[src/hw/rtl/poi_pkg.sv]
// ----------------------------------------------------------------------------
// poi_pkg: shared types and constants for the planar odometry integrator
// Request payloads, divider width and the CORDIC angle table.
// ----------------------------------------------------------------------------
package poi_pkg;

	// Input request: tick, body velocities, yaw rate
	typedef struct packed {
		logic        [31:0] tick_ms;
		logic signed [15:0] vel_x;
		logic signed [15:0] vel_y;
		logic signed [15:0] vel_z;
		logic signed [15:0] yaw_rate;
	} sample_t;

	// Output request: integrated pose
	typedef struct packed {
		logic signed [31:0] pose_x;
		logic signed [31:0] pose_y;
		logic        [15:0] pose_yaw;
		logic signed [31:0] pose_height;
		logic               clipped;
	} pose_t;

	// Dividend / quotient width of the rounding divider
	localparam int DIV_W = 49;

	// CORDIC start value, Q30, pre-scaled by the inverse gain
	localparam logic signed [31:0] CORDIC_GAIN = 32'sd652032874;

	// atan(2^-i) in units of 2^-32 turn
	function automatic logic [31:0] atan_turn(input logic [4:0] idx);
		logic [31:0] val;
		case (idx)
			5'd0:    val = 32'd536870912;
			5'd1:    val = 32'd316933406;
			5'd2:    val = 32'd167458907;
			5'd3:    val = 32'd85004756;
			5'd4:    val = 32'd42667331;
			5'd5:    val = 32'd21354465;
			5'd6:    val = 32'd10679838;
			5'd7:    val = 32'd5340245;
			5'd8:    val = 32'd2670163;
			5'd9:    val = 32'd1335087;
			5'd10:   val = 32'd667544;
			5'd11:   val = 32'd333772;
			5'd12:   val = 32'd166886;
			5'd13:   val = 32'd83443;
			5'd14:   val = 32'd41722;
			5'd15:   val = 32'd20861;
			5'd16:   val = 32'd10430;
			5'd17:   val = 32'd5215;
			5'd18:   val = 32'd2608;
			5'd19:   val = 32'd1304;
			5'd20:   val = 32'd652;
			5'd21:   val = 32'd326;
			5'd22:   val = 32'd163;
			5'd23:   val = 32'd81;
			default: val = 32'd0;
		endcase
		return val;
	endfunction

endpackage

[src/hw/rtl/poi_cordic.sv]
// ----------------------------------------------------------------------------
// poi_cordic: iterative sine / cosine unit
// One CORDIC rotation per cycle in Q30 over the low 30 angle bits; the top
// two bits select the quadrant on the way out. Results hold until next start.
// ----------------------------------------------------------------------------
module poi_cordic
	import poi_pkg::*;
#(
	parameter int unsigned STEPS = 16
) (
	input  logic               clk,
	input  logic               arst_n,
	input  logic               start,
	input  logic [31:0]        angle,
	output logic               busy,
	output logic signed [31:0] cos_val,
	output logic signed [31:0] sin_val
);

	localparam int IDX_W = $clog2(STEPS);

	logic signed [31:0] x_q, y_q, z_q;
	logic        [1:0]  quad_q;
	logic [IDX_W-1:0]   idx_q;
	logic               run_q;

	logic signed [31:0] xs, ys, at;

	// Shifted terms and table angle for this rotation
	always_comb begin
		xs = x_q >>> idx_q;
		ys = y_q >>> idx_q;
		at = signed'(atan_turn(5'(idx_q)));
	end

	// Iteration control
	always_ff @(posedge clk or negedge arst_n) begin
		if (!arst_n) begin
			run_q <= 1'b0;
			idx_q <= '0;
		end else if (start) begin
			run_q <= 1'b1;
			idx_q <= '0;
		end else if (run_q) begin
			if (idx_q == IDX_W'(STEPS - 1)) begin
				run_q <= 1'b0;
			end else begin
				idx_q <= idx_q + 1'b1;
			end
		end
	end

	// Rotation datapath
	always_ff @(posedge clk) begin
		if (start) begin
			x_q    <= CORDIC_GAIN;
			y_q    <= '0;
			z_q    <= signed'({2'b00, angle[29:0]});
			quad_q <= angle[31:30];
		end else if (run_q) begin
			if (!z_q[31]) begin
				x_q <= x_q - ys;
				y_q <= y_q + xs;
				z_q <= z_q - at;
			end else begin
				x_q <= x_q + ys;
				y_q <= y_q - xs;
				z_q <= z_q + at;
			end
		end
	end

	assign busy = run_q;

	// Quadrant fold
	always_comb begin
		case (quad_q)
			2'd0: begin
				cos_val = x_q;
				sin_val = y_q;
			end
			2'd1: begin
				cos_val = -y_q;
				sin_val = x_q;
			end
			2'd2: begin
				cos_val = -x_q;
				sin_val = -y_q;
			end
			default: begin
				cos_val = y_q;
				sin_val = -x_q;
			end
		endcase
	end

endmodule

[config.mk]
export PLATFORM = sky130hd
export DESIGN_NAME = poi_cordic
export DESIGN_NICKNAME = d
export VERILOG_FILES = /design/src/hw/rtl/poi_pkg.sv /design/src/hw/rtl/poi_cordic.sv
export SDC_FILE = /design/constraint.sdc
export NUM_CORES = 1
export LEC_CHECK = 0
export BUFFER_PORTS_ARGS = -buffer_cell sky130_fd_sc_hd__clkbuf_2
export CORE_ASPECT_RATIO = 1.75
export CORE_MARGIN = 4
export CORE_UTILIZATION = 60
export CTS_CLUSTER_SIZE = 20
export DETAILED_ROUTE_END_ITERATION = 7
export PLACE_DENSITY_LB_ADDON = 0.05
export SLEW_MARGIN = 30
export SYNTH_ARGS = -nofsm -noshare
export SYNTH_HDL_FRONTEND = slang
export SYNTH_SLANG_ARGS = --single-unit
export TNS_END_PERCENT = 50
[constraint.sdc]
create_clock -name clk -period 7.4 [get_ports clk]
set_clock_uncertainty 0.2 [all_clocks]
set_input_delay 1.11 -clock clk [delete_from_list [all_inputs] [get_ports clk]]
set_output_delay 1.11 -clock clk [all_outputs]
set_load 0.02 [all_outputs]
==> run metrics <==
status finished, final reports clean; final period utilization 92.71%; max cap viols 0; Setup crit end kind register; Async S/R FF share, synth 4.854%; Register-to-Register Path Depth 21; # resized after CTS 0; share of cells above drive strength 1 14.45%; type of the most critical hold path reg -> reg; setup violators final 0; maximum fanout along the worst path 28; worst setup path endpoint x_q[30]; Clock Path Buffers 2; Syn Area/Cell 7.873 um^2; Die H 228.7 um; Critical Path Start idx_q[0]; fmax 145.8 MHz; root buf cell clkbuf_16; initial antenna violation count 1; crit-path leading delay family simple AND/OR/NAND/NOR gates; CTS tree done; Total Die Area 30680 um^2; slew margin rel. 35.19%; fin. max-slew vios 0; Reg2Reg Capture Point x_q[30]; Initial DRC Count 1264; Crit Path Category reg -> reg; crit-path cells buf_4 -> mux4_2 -> mux2i_1 -> nand4_1 -> a21oi_1 -> and3_1 -> nor2b_1 -> and2_1 -> nor2_1 -> xnor2_1 -> ha_1 -> a21o_1 -> a21oi_1 -> o21ai_0 -> or3_1 -> o211ai_1 -> o22ai_1 -> or4_1 -> a31oi_1 -> xor2_1 -> a211oi_1; Distinct cells, synth 85; most frequent cell after synthesis nand2_1; Final nets 2238; reg2reg setup slack 540 ps; total clock buffers created by CTS 9; Final ANT Viol Nets 0; Post-Syn Area 16710 um^2; WL/cell 22.23 um; WL met2 28.19 mm; Post-route DRC 0; reg2reg start idx_q[0]; routed length on met3 3.845 mm; Initial Utilization 61.14%; Core ar. 27330 um^2; area fraction of the dominant cell type after synthesis 13.62%; DR pass1 iterations 8; All-Layer GR Usage 35.29%; worst hold slack 314.4 ps; Post-synth top cells nand2_1 (233), nor2_1 (230), a21oi_1 (174), xnor2_1 (158), o21ai_0 (139); CP max stage delay 740 ps; clock-pin slew on the worst setup and hold paths 80 ps; yosys warns 0; setup TNS 0 ps; post-layout min period 6861 ps; Layout area overhead 5.085%; # Post-CTS Setup Buffers 0; GRT Residual Overflow 0; Critical Path Most Common Cell a21oi_1; GPL Wtd Cong 0.9737; worst endpoint data arrival time 6910 ps; highest metal layer with signal wires met4; Fin. Hold Viols 0; worst setup margin 539.4 ps; die span in x 134.1 um; register bit total from synthesis 103; Metal-1 WL 18.75 mm; Port Buffer Count 99; area leader, netlist mux4_2; number of cells on the critical path 21; IO Count 100; Clock H-tree levels 3; Post-Place Setup Slack 693.3 ps; pin count of the biggest net entering global routing 98; cell count after synthesis 2122; Mapped Nets 2268; CP Buf/Inv Count 1; clock latency on the worst-skew pair 400 ps; cts hold-fix bufs 0; CP max-delay cell dfrtp_4; Vias per Instance 6.723; Slew @ Worst Pin 972.2 ps; Post-synth EDFFs 32; Primary FF master, synth dfxtp_1; required time at the worst-slack endpoint 7450 ps; Seq/Total Area, Yosys 14.41%; vias in the first global route 16550; Rows 80; global-route wire length before repair 86.00 mm; hpwl dp 40.35 mm; Vias 16590; synth top area cells mux4_2 (14%), xnor2_1 (8.3%), ha_1 (8.1%), dfxtp_1 (7.9%), edfxtp_1 (5.8%); final WL 54.83 mm; type of origin of the critical path register; RSZ-0062 raised after global routing no; TritonCTS Sinks 103
kinds of logic after synthesis:
| logic type | share of synthesized area (%) |
|---|---|
| buffers and inverters | 5.243 |
| XOR/XNOR | 13.05 |
| multiplexers | 19.21 |
| AND/OR/NAND/NOR | 19.29 |
| adder cells (fa/ha/maj) | 8.448 |
| AO/OA/AOI/OAI | 20.35 |
| flip-flops | 14.41 |
layout make-up:
type,count,area (um^2)
Antenna cell,1,2.502
Clock buffer,10,229.0
Inverter,43,161.4
Multi-Input combinational cell,1801,13430
Timing Repair Buffer,134,785.8
Fill cell,2484,9771
Sequential cell,103,2422
Clock inverter,6,67.56
Tap cell,369,461.7
registers in the layout, summed over array words and instances (netlist names):
name	flops
idx_q	4
quad_q	2
y_q	32
x_q	32
z_q	32
busy	1
metrics by stage:
stage	instance area (um^2)	instances	util (%)
2_1_floorplan	16710	2122	-
3_3_place_gp	17250	2450	63.14
3_5_place_dp	17260	2450	63.15
4_1_cts	17550	2466	64.24
5_1_grt	17560	2467	64.24
6_report	17560	2467	64.24
layout by cell type, fill, tap and decap left out, types with 25 or more instances in the layout:
master	instances
nand2_1	233
nor2_1	229
a21oi_1	174
xnor2_1	158
o21ai_0	139
ha_1	108
mux4_2	101
clkbuf_2	98
xor2_1	91
mux2i_1	66
dfxtp_1	65
nor3_1	51
a31oi_1	44
a21o_1	44
inv_1	38
buf_4	34
edfxtp_1	32
nand3_1	25
worst min path at each step:
stage	from	end	slack, ps	cells after the start
floorplan	z_q[30]	z_q[30]	260	1
global placement	z_q[30]	z_q[30]	270	1
detailed placement	z_q[30]	z_q[30]	300	1
CTS	z_q[30]	z_q[30]	320	1
global route	arst_n	busy	350	1
finish	z_q[30]	z_q[30]	310	1
per-layer routing:
metal / vias to the layer above / GRT usage [%]
met5: - / 0
met4: 0 / 22.36
met3: 267 / 5.925
met2: 768 / 63.91
met1: 7893 / 37.33
li1: 7658 / -
Power is left out: the tool's default activity adds up to more than one toggle a clock period on the data nets, which glitch-free logic cannot reach.
