### src/hw/rtl/poi_pkg.sv
// ----------------------------------------------------------------------------
// poi_pkg: shared types and constants for the planar odometry integrator
// Request payloads, divider width and the CORDIC angle table.
// ----------------------------------------------------------------------------
package poi_pkg;

	// Input request: tick, body velocities, yaw rate
	typedef struct packed {
		logic        [31:0] tick_ms;
		logic signed [15:0] vel_x;
		logic signed [15:0] vel_y;
		logic signed [15:0] vel_z;
		logic signed [15:0] yaw_rate;
	} sample_t;

	// Output request: integrated pose
	typedef struct packed {
		logic signed [31:0] pose_x;
		logic signed [31:0] pose_y;
		logic        [15:0] pose_yaw;
		logic signed [31:0] pose_height;
		logic               clipped;
	} pose_t;

	// Dividend / quotient width of the rounding divider
	localparam int DIV_W = 49;

	// CORDIC start value, Q30, pre-scaled by the inverse gain
	localparam logic signed [31:0] CORDIC_GAIN = 32'sd652032874;

	// atan(2^-i) in units of 2^-32 turn
	function automatic logic [31:0] atan_turn(input logic [4:0] idx);
		logic [31:0] val;
		case (idx)
			5'd0:    val = 32'd536870912;
			5'd1:    val = 32'd316933406;
			5'd2:    val = 32'd167458907;
			5'd3:    val = 32'd85004756;
			5'd4:    val = 32'd42667331;
			5'd5:    val = 32'd21354465;
			5'd6:    val = 32'd10679838;
			5'd7:    val = 32'd5340245;
			5'd8:    val = 32'd2670163;
			5'd9:    val = 32'd1335087;
			5'd10:   val = 32'd667544;
			5'd11:   val = 32'd333772;
			5'd12:   val = 32'd166886;
			5'd13:   val = 32'd83443;
			5'd14:   val = 32'd41722;
			5'd15:   val = 32'd20861;
			5'd16:   val = 32'd10430;
			5'd17:   val = 32'd5215;
			5'd18:   val = 32'd2608;
			5'd19:   val = 32'd1304;
			5'd20:   val = 32'd652;
			5'd21:   val = 32'd326;
			5'd22:   val = 32'd163;
			5'd23:   val = 32'd81;
			default: val = 32'd0;
		endcase
		return val;
	endfunction

endpackage

### src/hw/rtl/poi_div.sv
// ----------------------------------------------------------------------------
// poi_div: reciprocal-multiply divider by a fixed divisor
// The quotient is the top of dividend * reciprocal, built from four 31-bit
// limb products on the shared multiplier, one per cycle. Exact for every
// dividend below 2^DIV_W; the quotient holds once the unit goes idle.
// ----------------------------------------------------------------------------
module poi_div
	import poi_pkg::*;
#(
	parameter int unsigned DIVISOR = 1000
) (
	input  logic               clk,
	input  logic               arst_n,
	input  logic               start,
	input  logic [DIV_W-1:0]   dividend,
	output logic               busy,
	output logic [DIV_W-1:0]   quotient,
	output logic signed [31:0] mul_a,
	output logic signed [31:0] mul_b,
	input  logic signed [63:0] mul_p
);

	localparam int LIMB  = 31;
	localparam int ACC_W = 70;
	localparam int LOG_D = $clog2(DIVISOR);
	localparam int SHIFT = DIV_W + LOG_D;

	// floor(2^SHIFT / DIVISOR) + 1, always below 2^(DIV_W+1)
	localparam logic [127:0]    RECIP    = ((128'd1 << SHIFT) / 128'(DIVISOR)) + 128'd1;
	localparam logic [LIMB-1:0] RECIP_LO = RECIP[LIMB-1:0];
	localparam logic [LIMB-1:0] RECIP_HI = RECIP[2*LIMB-1:LIMB];

	// Limb products, low first
	localparam logic [1:0] STEP_LL = 2'd0;
	localparam logic [1:0] STEP_LH = 2'd1;
	localparam logic [1:0] STEP_HL = 2'd2;
	localparam logic [1:0] STEP_HH = 2'd3;

	logic             run_q;
	logic [1:0]       step_q;
	logic [DIV_W-1:0] dvd_q;
	logic [ACC_W-1:0] acc_q;

	logic [LIMB-1:0]  n_lo, n_hi, opa, opb;
	logic [63:0]      prod_u;

	// Limb operands for this step
	always_comb begin
		n_lo = dvd_q[LIMB-1:0];
		n_hi = LIMB'(dvd_q >> LIMB);
		case (step_q)
			STEP_LL: begin
				opa = n_lo;
				opb = RECIP_LO;
			end
			STEP_LH: begin
				opa = n_lo;
				opb = RECIP_HI;
			end
			STEP_HL: begin
				opa = n_hi;
				opb = RECIP_LO;
			end
			default: begin
				opa = n_hi;
				opb = RECIP_HI;
			end
		endcase
		prod_u = mul_p;
	end

	assign mul_a = signed'({1'b0, opa});
	assign mul_b = signed'({1'b0, opb});

	// Step control
	always_ff @(posedge clk or negedge arst_n) begin
		if (!arst_n) begin
			run_q  <= 1'b0;
			step_q <= STEP_LL;
		end else if (start) begin
			run_q  <= 1'b1;
			step_q <= STEP_LL;
		end else if (run_q) begin
			step_q <= step_q + 1'b1;
			if (step_q == STEP_HH) begin
				run_q <= 1'b0;
			end
		end
	end

	// Accumulate the product scaled down by one limb; low bits of the
	// lowest product only feed the floor
	always_ff @(posedge clk) begin
		if (start) begin
			dvd_q <= dividend;
		end else if (run_q) begin
			case (step_q)
				STEP_LL: acc_q <= ACC_W'(prod_u[63:LIMB]);
				STEP_HH: acc_q <= acc_q + (ACC_W'(prod_u) << LIMB);
				default: acc_q <= acc_q + ACC_W'(prod_u);
			endcase
		end
	end

	assign busy     = run_q;
	assign quotient = DIV_W'(acc_q >> (SHIFT - LIMB));

endmodule

### config.mk
export PLATFORM = sky130hd
export DESIGN_NAME = poi_div
export DESIGN_NICKNAME = d
export VERILOG_FILES = /design/src/hw/rtl/poi_pkg.sv /design/src/hw/rtl/poi_div.sv
export SDC_FILE = /design/constraint.sdc
export NUM_CORES = 1
export LEC_CHECK = 0
export ABC_CLOCK_PERIOD_IN_PS = 3500
export BUFFER_PORTS_ARGS = -buffer_cell sky130_fd_sc_hd__buf_2
export CAP_MARGIN = 40
export CORE_MARGIN = 2
export CORE_UTILIZATION = 23
export CTS_BUF_LIST = sky130_fd_sc_hd__clkbuf_16
export CTS_CLUSTER_DIAMETER = 150
export CTS_CLUSTER_SIZE = 40
export DETAILED_ROUTE_END_ITERATION = 10
export PLACE_DENSITY = 0.49
export SYNTH_ARGS = -nofsm -noshare
export SYNTH_HDL_FRONTEND = slang
export SYNTH_SLANG_ARGS = --single-unit
### constraint.sdc
create_clock -name clk -period 3.5 [get_ports clk]
set_input_delay 0.175 -clock clk [delete_from_list [all_inputs] [get_ports clk]]
set_output_delay 0.175 -clock clk [all_outputs]
set_load 0.05 [all_outputs]
==> results, run 1 <==
- The kind of path behind the tightest hold check is primary input to flip-flop.
- The final worst setup slack is ~0.10 ns.
- The startpoint of the tightest hold check path is mul_p[46].
- Relative to the synthesized area, the layout overhead comes to 25.7%.
- Dividing the detail-routed wire length by the instance count gives approximately 20 um.
- The sequential fraction of the synthesis area is 32.0%.
- The first-pass GRT wire length is between 60000 and 70000 um.
- The longest clock path from root to sink contains 2 buffers.
- The final setup skew is between 0.006 and 0.007 ns.
- For the pin with the worst max-slew slack, the measured transition is 0.786 ns.
- The number of detailed-routing iterations run before antenna repair is 6.
- The residual DRC count is 0.
- The critical path startpoint category is a flip-flop.
- The number of cells on the worst reg-to-reg path is 11.
- The minimum clock period is between 3 and 4 ns.
- The final routed wirelength across all metal layers is ~43000 um.
- Setup repair after global routing left no endpoint under its margin.
- The number of hold-slack violations in the final timing report is 0.
- The largest single stage delay on the critical path is approximately 0.66 ns.
- Timing would allow up to between 200 and 300 MHz.
- The max-slew violation count came to 0.
- The synthesized design contains 119 enable-type register cells.
- The die covers around 51000 sq um.
- The effective utilization at floorplan is between 20% and 30%.
- The summed negative setup slack over all endpoints is 0 ns.
- The cell accounting for the most synthesized area is sky130_fd_sc_hd__edfxtp_1.
- The global route total overflow is 0.
- Traced cell by cell, the critical path runs through ha_1 -> a21o_1 -> a211oi_2 -> a211oi_1 -> nor3_1 -> o31a_1 -> o21bai_1 -> nand3_1 -> nand2_1 -> xor2_1 -> a22o_1.
- The worst slack after detailed placement is -0.316 ns.
- The required time of the critical path is 3.73 ns.
- In the finished design, the share of the clock period the worst path needs comes to between 90% and 100%.
- Data on the critical path arrives at its endpoint at ~3.6 ns.
- The initialized floorplan defines 81 standard-cell rows.
- Cells with a size suffix above 1 make up 26.1% of the layout.
- The cell total after placement is 2076.
- The maximum fanout encountered on the critical timing path is 6.
- Power spread over the standard cell area amounts to 831 nW/um^2.
- The worst-case IR drop observed on VDD is 498 uV.
- The commonest cells after synthesis are sky130_fd_sc_hd__edfxtp_1 (119), sky130_fd_sc_hd__nand2_1 (111), sky130_fd_sc_hd__a21oi_1 (109).
- During I/O placement, the number of pins put on the boundary was 230.
- After clock tree synthesis, the clock-pin slew on the worst setup and hold paths is 0.07 ns.
- The routed via count is 10600.
- The die height is 227 um.
- For the worst-skew pair, the clock arrives at the later sink with an insertion delay of between 0.4 and 0.5 ns.
- The number of filler cells placed in the layout is 5225.
- The number of library cell types mapped by synthesis is 87.
- The HPWL after detailed placement is 34000 um.
- After detailed routing, the number of vias per cell comes to roughly 4.9.
- The commonest register cell after synthesis is sky130_fd_sc_hd__edfxtp_1.
- The endpoint of the worst hold path is acc_q[15].
- Clock tree synthesis selected as its root buffer the cell sky130_fd_sc_hd__clkbuf_16.
- For this design, the slowest cell found on the critical path is sky130_fd_sc_hd__nor3_1.
- The clock net sink count is roughly 120.
- The area of the core is 49000 sq um.
- The kind of critical path is flip-flop to flip-flop.
- Grouping stages by cell kind, the critical path spends the most delay in compound AO/OA/AOI/OAI gates.
- The initial antenna violation count is 3.
- Across the run, the number of max-cap violations was 0.
- The mean area per synthesized cell is 9.13 sq um.
- The reported leakage power is 0.00604 uW.
- In this run the number of H-tree levels came out at 4.
- The floorplan die width is 227 um.
- The kind of end point of the critical path is a flip-flop.
- Headroom to the max-slew limit came out at 47.2%.
- In the post-synthesis netlist, the biggest area contributors are sky130_fd_sc_hd__edfxtp_1 (31%), sky130_fd_sc_hd__ha_1 (12%), sky130_fd_sc_hd__buf_4 (5.3%).
- During synthesis, Yosys emitted a total of 0 warnings.
- The tightest hold path in the finished design has a slack of between 0.02 and 0.03 ns.
- The count of nets left with antenna violations after detail routing is 0.
- In the global route stage, overall resource usage came out at about 17%.
- The total standard cell area after synthesis is 11400 sq um.
- After the first detailed-routing iteration, the DRC count stood at around 790.
- The net count of the finished layout is approximately 1700.
- Setup violations remaining at the end of the flow were counted as 0.
- The finished layout holds 2170 standard cells, fillers aside.
- In this run the critical register-to-register path is launched from acc_q[5].
- The synthesized design contains about 120 register bits.
- Summing internal, switching and leakage power gives 11900 uW.
- The most frequent cell after synthesis is sky130_fd_sc_hd__edfxtp_1.
- The count of buffers inserted at the top-level ports is about 210.
- Of all flip-flops after synthesis, the portion carrying an async set or reset was under 10%.
- Routability-driven placement finished with a final weighted congestion of around 0.9.
- The endpoint of the worst-slack reg-to-reg timing path is acc_q[30].
- The combined buffer and inverter count along the critical path is 0.
- For flop-to-flop paths, the worst setup slack is roughly 0.10 ns.
- Entering global routing, the biggest net connects 53 pins.
- Counting every instance in the synthesized netlist gives 1249.
- The share of synthesized area in the top cell type comes to a little under a third.
- The via count of the first global-routing pass is approximately 11000.
- The worst hold path stage count is 3.
- The CTS tree is built.
- Counting the buffers created by CTS gives 17.
- The run finished with clean final reports.
==> worst max-delay path by stage <==
stage | to | depth (start not counted) | from
after floorplan | acc_q[0] | 2 | busy
after global placement | acc_q[69] | 13 | acc_q[31]
after detailed placement | acc_q[69] | 13 | acc_q[31]
after CTS | acc_q[69] | 13 | acc_q[31]
after global routing | acc_q[58] | 11 | acc_q[32]
final | acc_q[30] | 11 | acc_q[5]
==> repair_timing <==
| item | 4_1_cts | 5_1_grt |
|---|---|---|
| endpoints found under the setup margin | 4 | 12 |
| pin swaps | 3 | 8 |
| hold buffers | 56 | 0 |
| gates resized for setup | 4 | 23 |
| setup buffers | 2 | 2 |
| hold endpoints to repair | 58 | 0 |
==> state kept, by name, indices dropped and copies added (netlist names) <==
register and count:
acc_q 70, busy 1, dvd_q 49, step_q 2
==> cells in the final DEF (no fill, tap or decap), types with 8 or more instances in the layout <==
cell,count
sky130_fd_sc_hd__buf_2,206
sky130_fd_sc_hd__edfxtp_1,119
sky130_fd_sc_hd__nand2_1,110
sky130_fd_sc_hd__a21oi_1,107
sky130_fd_sc_hd__ha_1,99
sky130_fd_sc_hd__o21ai_0,73
sky130_fd_sc_hd__buf_4,69
sky130_fd_sc_hd__nor2_1,56
sky130_fd_sc_hd__dlygate4sd3_1,56
sky130_fd_sc_hd__a21o_1,55
sky130_fd_sc_hd__xor2_1,45
sky130_fd_sc_hd__xnor2_1,44
sky130_fd_sc_hd__inv_1,32
sky130_fd_sc_hd__nand4_1,25
sky130_fd_sc_hd__nand3_1,24
sky130_fd_sc_hd__o22ai_1,24
sky130_fd_sc_hd__conb_1,23
sky130_fd_sc_hd__nor2b_1,21
sky130_fd_sc_hd__mux2_2,19
sky130_fd_sc_hd__clkbuf_16,17
sky130_fd_sc_hd__nor3_1,16
sky130_fd_sc_hd__o211ai_1,15
sky130_fd_sc_hd__o21bai_1,13
sky130_fd_sc_hd__a31oi_1,12
sky130_fd_sc_hd__or3_1,12
sky130_fd_sc_hd__a211oi_1,11
sky130_fd_sc_hd__or2_2,11
sky130_fd_sc_hd__and2_1,9
sky130_fd_sc_hd__and4_1,9
sky130_fd_sc_hd__nand2b_1,9
sky130_fd_sc_hd__and3_1,8
sky130_fd_sc_hd__o21a_1,8
==> where the power goes <==
part | internal [uW] | leakage [uW] | switching [uW] | total, uW
sequential | 2130 | 0.00122 | 266 | 2390
clock | 963 | 0.000295 | 886 | 1850
combinational | 2720 | 0.00453 | 4940 | 7660
total | 5810 | 0.00604 | 6100 | 11900
==> metrics by stage <==
step           utilization, %  instance area [sq um]
2_1_floorplan               -                  11500
3_3_place_gp             26.6                  13000
3_5_place_dp             26.6                  13000
4_1_cts                  29.0                  14200
5_1_grt                  29.3                  14300
6_report                 29.3                  14300
==> metal layers <==
layer | GRT usage (%) | part of all wire (%) | wire, um | vias up
met5 | 0 | 0.037 | 16 | -
met4 | 6.43 | 2.9 | 1260 | 2
met3 | 4.06 | 6.2 | 2670 | 72
met2 | 26.9 | 47 | 20200 | 333
met1 | 21.6 | 44 | 18900 | 5075
li1 | - | - | - | 5070
==> cell families (layout without fill, tap and decap cells) <==
| group | Yosys count | in the layout | synth area share (%) |
|---|---|---|---|
| other cells | 2 | 25 | 0.0658 |
| xor+xnor | 89 | 89 | 6.83 |
| buf+inv | 162 | 396 | 8.25 |
| fa+ha+maj | 108 | 108 | 12.0 |
| mux | 25 | 25 | 2.40 |
| simple gates | 334 | 334 | 14.8 |
| compound gates | 407 | 407 | 23.7 |
| flops | 122 | 122 | 32.0 |
==> worst reg2reg max path: stages, from the launching register on <==
cell,delay [ns]
sky130_fd_sc_hd__edfxtp_1,0.37
sky130_fd_sc_hd__ha_1,0.37
sky130_fd_sc_hd__a21o_1,0.22
sky130_fd_sc_hd__a211oi_2,0.35
sky130_fd_sc_hd__a211oi_1,0.16
sky130_fd_sc_hd__nor3_1,0.66
sky130_fd_sc_hd__o31a_1,0.31
sky130_fd_sc_hd__o21bai_1,0.16
sky130_fd_sc_hd__nand3_1,0.12
sky130_fd_sc_hd__nand2_1,0.08
sky130_fd_sc_hd__xor2_1,0.16
sky130_fd_sc_hd__a22o_1,0.18
==> cell type report <==
| type | count | area [sq um] | share of cell area, % |
|---|---|---|---|
| multi-input combinational | 986 | 7020 | 49.0 |
| sequential | 122 | 3650 | 25.5 |
| timing repair buffer | 331 | 2110 | 14.7 |
| tap | 664 | 831 | 5.80 |
| clock buffer | 17 | 425 | 2.97 |
| clock inverter | 15 | 171 | 1.20 |
| inverter | 33 | 124 | 0.864 |
| antenna | 2 | 5.00 | 0.0349 |
(Power assumes the default switching activity.)
==> run 2, diff against run 1 <==
--- a/config.mk
+++ b/config.mk
@@ -9,12 +9,13 @@
 export BUFFER_PORTS_ARGS = -buffer_cell sky130_fd_sc_hd__buf_2
 export CAP_MARGIN = 40
 export CORE_MARGIN = 2
-export CORE_UTILIZATION = 23
+export CORE_UTILIZATION = 45
 export CTS_BUF_LIST = sky130_fd_sc_hd__clkbuf_16
 export CTS_CLUSTER_DIAMETER = 150
 export CTS_CLUSTER_SIZE = 40
 export DETAILED_ROUTE_END_ITERATION = 10
-export PLACE_DENSITY = 0.49
+export HOLD_SLACK_MARGIN = 0.1
+export PLACE_DENSITY = 0.78
 export SYNTH_ARGS = -nofsm -noshare
 export SYNTH_HDL_FRONTEND = slang
 export SYNTH_SLANG_ARGS = --single-unit
==> results, run 2 (synthesized netlist as in run 1, its figures left out) <==
- The kind of path behind the tightest hold check is primary input to flip-flop.
- STA classifies the critical path startpoint as a flip-flop.
- The count of nets left with antenna violations after detail routing is 0 (unchanged).
- The initial antenna violation count is 0 (-3).
- The final weighted congestion in routability-driven placement came to 0.957 (+4.6%).
- The maximum vdd ir drop was 408 uV (-18%).
- The largest registers in the layout are acc_q x70, dvd_q x49, step_q x2.
- The overall track demand over capacity in global routing is 27.9% (+11 points).
- The final-stage net count is 1714 (-0.058%).
- The floorplan die width came to 163 um (-28%).
- The area of the core came to 25000 sq um (-49%).
- The residual DRC count was 0 (unchanged).
- The maximum fanout encountered on the critical timing path is 4 (-2).
- The initial detailed-routing violation count was 1264 (+59%).
- The worst slew margin relative to its limit is 49.0% (+1.8 points).
- Walking the worst path, the cells encountered are ha_2 -> inv_1 -> fa_2 -> nand2b_4 -> a21o_4 -> a211oi_4 -> o31ai_2 -> a21oi_2 -> o211ai_2 -> a211oi_2 -> o211ai_1 -> and4_1 -> or3b_1.
- Relative to the synthesized area, the layout overhead comes to 22.2%.
- The fraction of the cycle the final worst path needs is 96.2% (-0.84 points).
- The final setup skew is 0.0202 ns (+0.0135 ns).
- TritonCTS built the clock tree.
- The reported leakage power came to 0.00602 uW (-0.34%).
- The number of detailed-routing iterations run before antenna repair came to 7 (+1).
- The global route total overflow is 0 (unchanged).
- The via count of the first global-routing pass is 10500 (-0.83%).
- The final routed wirelength across all metal layers is 38200 um (-11%).
- The count of final setup violators is 0 (unchanged).
- The max-slew violation count was 0 (unchanged).
- The share of layout cells above drive strength 1 is 24.5% (-1.6 points).
- The buffer count from post-CTS setup fixing is 0 (-2).
- The minimum setup slack among reg-to-reg paths came to 0.13 ns (+0.03 ns).
- The number of placement rows came to 58 (-28%).
- The die height is 163 um (-28%).
- The kind of critical path is flip-flop to flip-flop.
- The max-cap check violation count is 0 (unchanged).
- The TritonCTS buffer count was 17 (unchanged).
- The first-pass GRT wire length was 57600 um (-10%).
- The cell area power density was 842 nW/um^2 (+1.4%).
- The top cell types in the final layout, fill and taps aside, are sky130_fd_sc_hd__buf_2 (206), sky130_fd_sc_hd__edfxtp_1 (119), sky130_fd_sc_hd__nand2_1 (110).
- The antenna diode instance count is 0 (-2).
- The mean routed wirelength per cell is 20.8 um (+5.0%).
- The number of flip-flops under the largest register name was 70 (unchanged).
- The via-per-instance ratio came to 5.90 (+21%).
- The slowest library cell on the worst path is sky130_fd_sc_hd__fa_2.
- The maximum number of pins on one net before global-route repair is 63 (+19%).
- The cell total after placement came to 1727 (-17%).
- The data arrival time of the critical path came to 3.54 ns (-0.09 ns).
- The maximum clock frequency was 297 MHz (+0.87%).
- The library cell used most frequently in the layout, excluding fill and tap cells, is sky130_fd_sc_hd__buf_2.
- The clock net sink count is 122 (unchanged).
- The stage delay of the slowest cell on the critical path is 0.35 ns (-0.31 ns).
- The routed via count is 10800 (+2.4%).
- The total die area is 26600 sq um (-48%).
- The count of buffers inserted at the top-level ports was 206 (unchanged).
- The required time of the critical path is 3.68 ns (-0.05 ns).
- The number of top-level pins came to 230 (unchanged).
- The minimum clock period was 3.37 ns (-0.0293 ns).
- The summed negative setup slack over all endpoints was 0 ns (unchanged).
- The register with the most flip-flops in the final layout is acc_q.
- The flow ran to the end, and the final reports show no timing, DRC or antenna violations.
- The buffer depth of the longest clock path is 2 (unchanged).
- The buffer type at the clock tree root is sky130_fd_sc_hd__clkbuf_16.
- The transition time of the tightest slew-check pin is 0.765 ns (-0.0207 ns).
- The total number of H-tree levels is 4 (unchanged).
- The effective utilization at floorplan is 45.6% (+22 points).
- The final standard cell count with taps included and fillers excluded is 1833 (-16%).
- The clock latency of the later-clocked register in the worst-skew pair came to 0.44 ns (-0.04 ns).
- The number of hold-slack violations in the final timing report is 0 (unchanged).
- The worst hold slack is 0.116 ns (+0.0876 ns).
- The kind of end point of the critical path is a flip-flop.
- The clock-pin slew of the registers on the worst-case setup and hold paths is 0.06 ns (about the same).
- The HPWL after detailed placement is 28600 um (-16%).
-- run 2: worst paths after layout --
kind,from,endpoint,cells after the start
setup / recovery,acc_q[0],acc_q[64],13
hold / removal,mul_p[31],acc_q[0],2
setup reg to reg,acc_q[0],acc_q[64],13
hold reg to reg,step_q[1],step_q[1],2
max in group asynchronous,arst_n,step_q[1],3
min in group asynchronous,arst_n,busy,3
-- run 2: report_power, final --
group | total (uW) | switching [uW] | internal [uW]
logic | 7520 | 4860 | 2660
registers | 2390 | 261 | 2130
clock network | 1830 | 825 | 1010
total | 11700 | 5950 | 5790
-- run 2: worst max-delay path: cells and delay by family, from the launching register on --
kind	cells	cell delay (ns)
compound gates	7	1.46
simple gates	3	0.74
fa+ha+maj	2	0.54
flops	1	0.34
buf+inv	1	0.06
-- run 2: per-layer routing --
metal | routed length (um) | GRT usage (%) | up-vias
met3 | 3190 | 4.98 | 94
met2 | 18000 | 45.6 | 582
met4 | 1320 | 10.4 | 0
met1 | 15700 | 37.0 | 5064
met5 | 0 | 0 | -
li1 | - | - | 5067
-- run 2: repair_timing --
| action | CTS | global route |
|---|---|---|
| pin swaps | 1 | 8 |
| setup endpoints to repair | 1 | 18 |
| endpoints found under the hold margin | 74 | 1 |
| hold buffers | 73 | 1 |
| resized for setup | 1 | 19 |
-- run 2: final cells by class --
type / instances / area [sq um]
fill: 2257 / 11100
multi-input combinational: 986 / 7010
sequential: 122 / 3650
timing repair buffer: 330 / 2170
clock buffer: 17 / 425
tap: 330 / 413
clock inverter: 15 / 151
inverter: 33 / 124
-- run 2: per-stage QoR --
stage	total power (uW)	setup WS, ns	area, sq um	util (%)
floorplan	7960	0.307	11500	-
global placement	9490	-0.00927	12500	50.0
detailed placement	9600	-0.00778	12500	50.0
CTS	11500	0.0226	13800	55.2
global route	12400	-0.00434	13900	55.7
finish	11700	0.132	13900	55.7
==> run 3, diff against run 2 <==
--- a/config.mk
+++ b/config.mk
@@ -5,6 +5,7 @@
 export SDC_FILE = /design/constraint.sdc
 export NUM_CORES = 1
 export LEC_CHECK = 0
+export ABC_AREA = 1
 export ABC_CLOCK_PERIOD_IN_PS = 3500
 export BUFFER_PORTS_ARGS = -buffer_cell sky130_fd_sc_hd__buf_2
 export CAP_MARGIN = 40
@@ -15,7 +16,8 @@
 export CTS_CLUSTER_SIZE = 40
 export DETAILED_ROUTE_END_ITERATION = 10
 export HOLD_SLACK_MARGIN = 0.1
-export PLACE_DENSITY = 0.78
+export PLACE_DENSITY = 0.77
+export RECOVER_POWER = 50
 export SYNTH_ARGS = -nofsm -noshare
 export SYNTH_HDL_FRONTEND = slang
 export SYNTH_SLANG_ARGS = --single-unit
==> results, run 3 <==
- The run finished, with violations left.
- The checks that failed: max-capacitance violations, max-slew violations.
- The global route total overflow came to 0 (unchanged).
- The maximum fanout encountered on the critical timing path is 5 (+1).
- Setup repair after global routing left no endpoint under its margin.
- The internal power consumption is 4900 uW (-15%).
- The area growth from synthesis to layout is 15.4%.
- More flip-flops sit in one register than any other, and that register is acc_q.
- Traced cell by cell, the critical path runs through ha_1 -> inv_1 -> fa_1 -> inv_1 -> nand2_1 -> o21ai_2 -> a21oi_1 -> o21ai_2 -> nand3_1 -> nand2_1 -> nand2_1 -> nand3_1 -> nand2_1.
- The final routed wirelength across all metal layers was 58500 um (+53%).
- The worst register-to-register path ends at acc_q[55].
- Counting stages on the worst path, the most repeated cell is sky130_fd_sc_hd__nand2_1.
- The gate count after technology mapping is 2112 (+69%).
- The maximum vdd ir drop is 364 uV (-11%).
- The first-pass GRT wire length is 84600 um (+47%).
- The minimum setup slack among reg-to-reg paths is 0.26 ns (+0.13 ns).
- The max-slew violation count was 52 (+52).
- The floorplan die width came to 178 um (+8.8%).
- The via-per-instance ratio is 5.60 (-5.1%).
- The number of flip-flops under the largest register name is 70 (unchanged).
- The cell accounting for the most synthesized area is sky130_fd_sc_hd__edfxtp_1.
- The worst hold slack was 0.120 ns (+0.00456 ns).
- The commonest non-fill, non-tap cell in the layout is sky130_fd_sc_hd__nand2_1.
- The number of placement rows came to 63 (+8.6%).
- The switching power summed over all nets is 6130 uW (+3.0%).
- The data arrival time of the critical path is 3.44 ns (-0.10 ns).
- The overall track demand over capacity in global routing is 36.6% (+8.6 points).
- The via count of the first global-routing pass came to 14300 (+36%).
- The die height was 178 um (+8.8%).
- The number of warning messages in the yosys log came to 0 (unchanged).
- The kind of end point of the critical path is a flip-flop.
- The maximum clock frequency is 309 MHz (+4.1%).
- The relative contribution of the clock network to total power is 16.8% (+1.2 points).
- The number of cells on the worst reg-to-reg path was 13 (unchanged).
- The maximum number of pins on one net before global-route repair is 52 (-17%).
- In the layout the commonest cells are sky130_fd_sc_hd__nand2_1 (662), sky130_fd_sc_hd__inv_1 (309), sky130_fd_sc_hd__nor2_1 (201).
- The total die area was 31500 sq um (+18%).
- The share of layout cells above drive strength 1 is 12.5% (-12 points).
- The area of combinational cells with multiple inputs is 8120 sq um (+16%).
- The count of flip-flops with a built-in enable after synthesis is 119 (unchanged).
- The required time of the critical path came to 3.70 ns (+0.02 ns).
- The clock net sink count is 122 (unchanged).
- The startpoint of the tightest hold check path is mul_p[39].
- The largest registers in the layout are acc_q x70, dvd_q x49, step_q x2.
- Sorting the synthesized cells by area gives the leading types as sky130_fd_sc_hd__edfxtp_1 (26%), sky130_fd_sc_hd__nand2_1 (18%), sky130_fd_sc_hd__ha_1 (9.8%).
- The worst hold path stage count is 2 (unchanged).
- The sequential fraction of the synthesis area is 26.9% (-5.1 points).
- The combinational cell fraction of total power was 62.1% (-2.0 points).
- The final-stage net count is 2548 (+49%).
- The initial detailed-routing violation count is 1893 (+50%).
- The total met2 wirelength after detailed routing was 26100 um (+44%).
- The number of filler cells placed in the layout is 3018 (+34%).
- The highest signal layer in the routed design is met5.
- The clock latency of the later-clocked register in the worst-skew pair is 0.45 ns (about the same).
- The buffer count from post-CTS setup fixing is 0 (unchanged).
- The fraction of synthesized cell area taken by the top area cell type is 26.3% (-5.0 points).
- The minimum clock period was 3.24 ns (-0.133 ns).
- The post-synthesis async set-or-reset flop share was 2.46% (unchanged).
- The mean area per synthesized cell is 6.42 sq um (-30%).
- The source of the worst register-to-register timing path is acc_q[31].
- The sequential power share came to 21.2% (+0.9 points).
- The count of nets left with antenna violations after detail routing is 0 (unchanged).
- The stage delay of the slowest cell on the critical path is 0.40 ns (+0.05 ns).
- The met1 layer wirelength in the final routing is 23300 um (+49%).
- The number of library cell types mapped by synthesis is 43 (-51%).
- By count the netlist is led by sky130_fd_sc_hd__nand2_1 (662), sky130_fd_sc_hd__inv_1 (309), sky130_fd_sc_hd__nor2_1 (204).
- TritonCTS built the clock tree.
- The clock-pin slew of the registers on the worst-case setup and hold paths is 0.07 ns (about the same).
- The tree is rooted in a sky130_fd_sc_hd__clkbuf_16.
- The max-cap check violation count came to 2 (+2).
- The worst slew margin relative to its limit is -78.3% (-130 points).
- The cell area power density is 705 nW/um^2 (-16%).
- The HPWL after detailed placement is 47600 um (+67%).
- The total standard cell area after synthesis came to 13600 sq um (+19%).
- The total met3 wirelength after detailed routing is 5650 um (+77%).
- The fraction of the cycle the final worst path needs is 92.4% (-3.8 points).
- The final setup skew is 0.0123 ns (-0.00787 ns).
- STA classifies the critical path startpoint as a flip-flop.
- The residual DRC count is 0 (unchanged).
- The register bit total from synthesis came to 122 (unchanged).
- The cell area after layout was 15700 sq um (+12%).
- The area of the core is 29600 sq um (+18%).
- The slowest library cell on the worst path is sky130_fd_sc_hd__edfxtp_1.
- The number of detailed-routing iterations run before antenna repair is 6 (-1).
- The effective utilization at floorplan is 45.8% (+0.20 points).
- The count of buffers inserted at the top-level ports is 206 (unchanged).
- The reported leakage power is 0.00780 uW (+30%).
- The initial antenna violation count came to 1 (+1).
- By instance count, the leading cell after synthesis is sky130_fd_sc_hd__nand2_1.
- The worst setup path is of the flip-flop to flip-flop kind.
- The transition time of the tightest slew-check pin is 2.68 ns (+1.91 ns).
- The post-detailed-placement cell area is 14600 sq um (+17%).
- The final weighted congestion in routability-driven placement is 1.09 (+14%).
- The sequential cell area in the final layout is 3650 sq um (unchanged).
- The TritonCTS buffer count is 17 (unchanged).
- The routed via count is 15300 (+41%).
- The worst hold path belongs to the class primary input to flip-flop.
- The number of hold-slack violations in the final timing report is 0 (unchanged).
- The buffer depth of the longest clock path was 2 (unchanged).
- The worst hold path terminates at acc_q[8].
- The switching part of the total is 55.6% (+4.9 points).
- The count of final setup violators came to 0 (unchanged).
- The commonest register cell after synthesis is sky130_fd_sc_hd__edfxtp_1.
- The summed negative setup slack over all endpoints is 0 ns (unchanged).
- The total number of H-tree levels is 4 (unchanged).
- The number of top-level pins was 230 (unchanged).
- The mean routed wirelength per cell is 21.5 um (+2.9%).
## run 3: power groups by stage
| stage | Clock [uW] | Sequential, uW | Combinational, uW |
|---|---|---|---|
| after global routing | 1880 | 2340 | 7370 |
| after detailed placement | 0 | 2340 | 6610 |
| final | 1850 | 2330 | 6840 |
| after floorplan | 0 | 2200 | 4990 |
| after CTS | 1840 | 2310 | 6690 |
| after global placement | 0 | 2330 | 6560 |
## run 3: critical path: cells and delay by family (launching register included)
family	cells	cell delay [ns]
AO/OA/AOI/OAI	3	0.91
adder cells (fa/ha/maj)	2	0.70
AND/OR/NAND/NOR	6	0.65
flip-flops	1	0.40
buffers and inverters	2	0.33
## run 3: cells by family (layout without fill, tap and decap cells)
kind of cell | Yosys count | after routing | share of synthesized area, %
adder cells (fa/ha/maj) | 108 | 108 | 10.1
AND/OR/NAND/NOR | 1108 | 1108 | 34.0
other | 2 | 25 | 0.0554
buffers and inverters | 421 | 625 | 13.9
multiplexers | 18 | 18 | 1.49
flip-flops | 122 | 122 | 26.9
AO/OA/AOI/OAI | 317 | 317 | 12.6
XOR/XNOR | 16 | 16 | 1.03
## run 3: final cells by class
class,count,area share [%]
tap,390,3.12
antenna,2,0.0320
clock inverter,15,0.983
inverter,324,7.77
sequential,122,23.3
timing repair buffer,269,10.2
clock buffer,17,2.72
multi-input combinational,1590,51.9
## run 3: worst max path at each step
| stage | start | to | cells after the start |
|---|---|---|---|
| global placement | acc_q[31] | acc_q[55] | 13 |
| global route | acc_q[31] | acc_q[55] | 13 |
| finish | acc_q[31] | acc_q[55] | 13 |
| detailed placement | acc_q[31] | acc_q[55] | 13 |
| floorplan | busy | acc_q[0] | 4 |
| CTS | acc_q[31] | acc_q[55] | 13 |
## run 3: repair_timing
| action | CTS | global route |
|---|---|---|
| gates resized for setup | 0 | 0 |
| hold buffers | 55 | 0 |
| hold endpoints to repair | 56 | 0 |
## run 3: routing by layer
layer / track usage (%) / vias up
met5: 0 / -
met4: 19.6 / 2
met3: 6.38 / 189
met2: 58.3 / 906
met1: 47.1 / 7007
li1: - / 7165
## run 3: through the flow
| stage | setup slack, ns | power, uW | util, % | instances |
|---|---|---|---|---|
| 6_report | 0.265 | 11000 | 52.8 | 2729 |
| 5_1_grt | 0.146 | 11600 | 52.8 | 2727 |
| 4_1_cts | 0.386 | 10800 | 53.0 | 2727 |
| 3_5_place_dp | 0.385 | 8960 | 49.2 | 2640 |
| 3_3_place_gp | 0.429 | 8890 | 49.2 | 2639 |
| 2_1_floorplan | 0.213 | 7190 | - | 2133 |
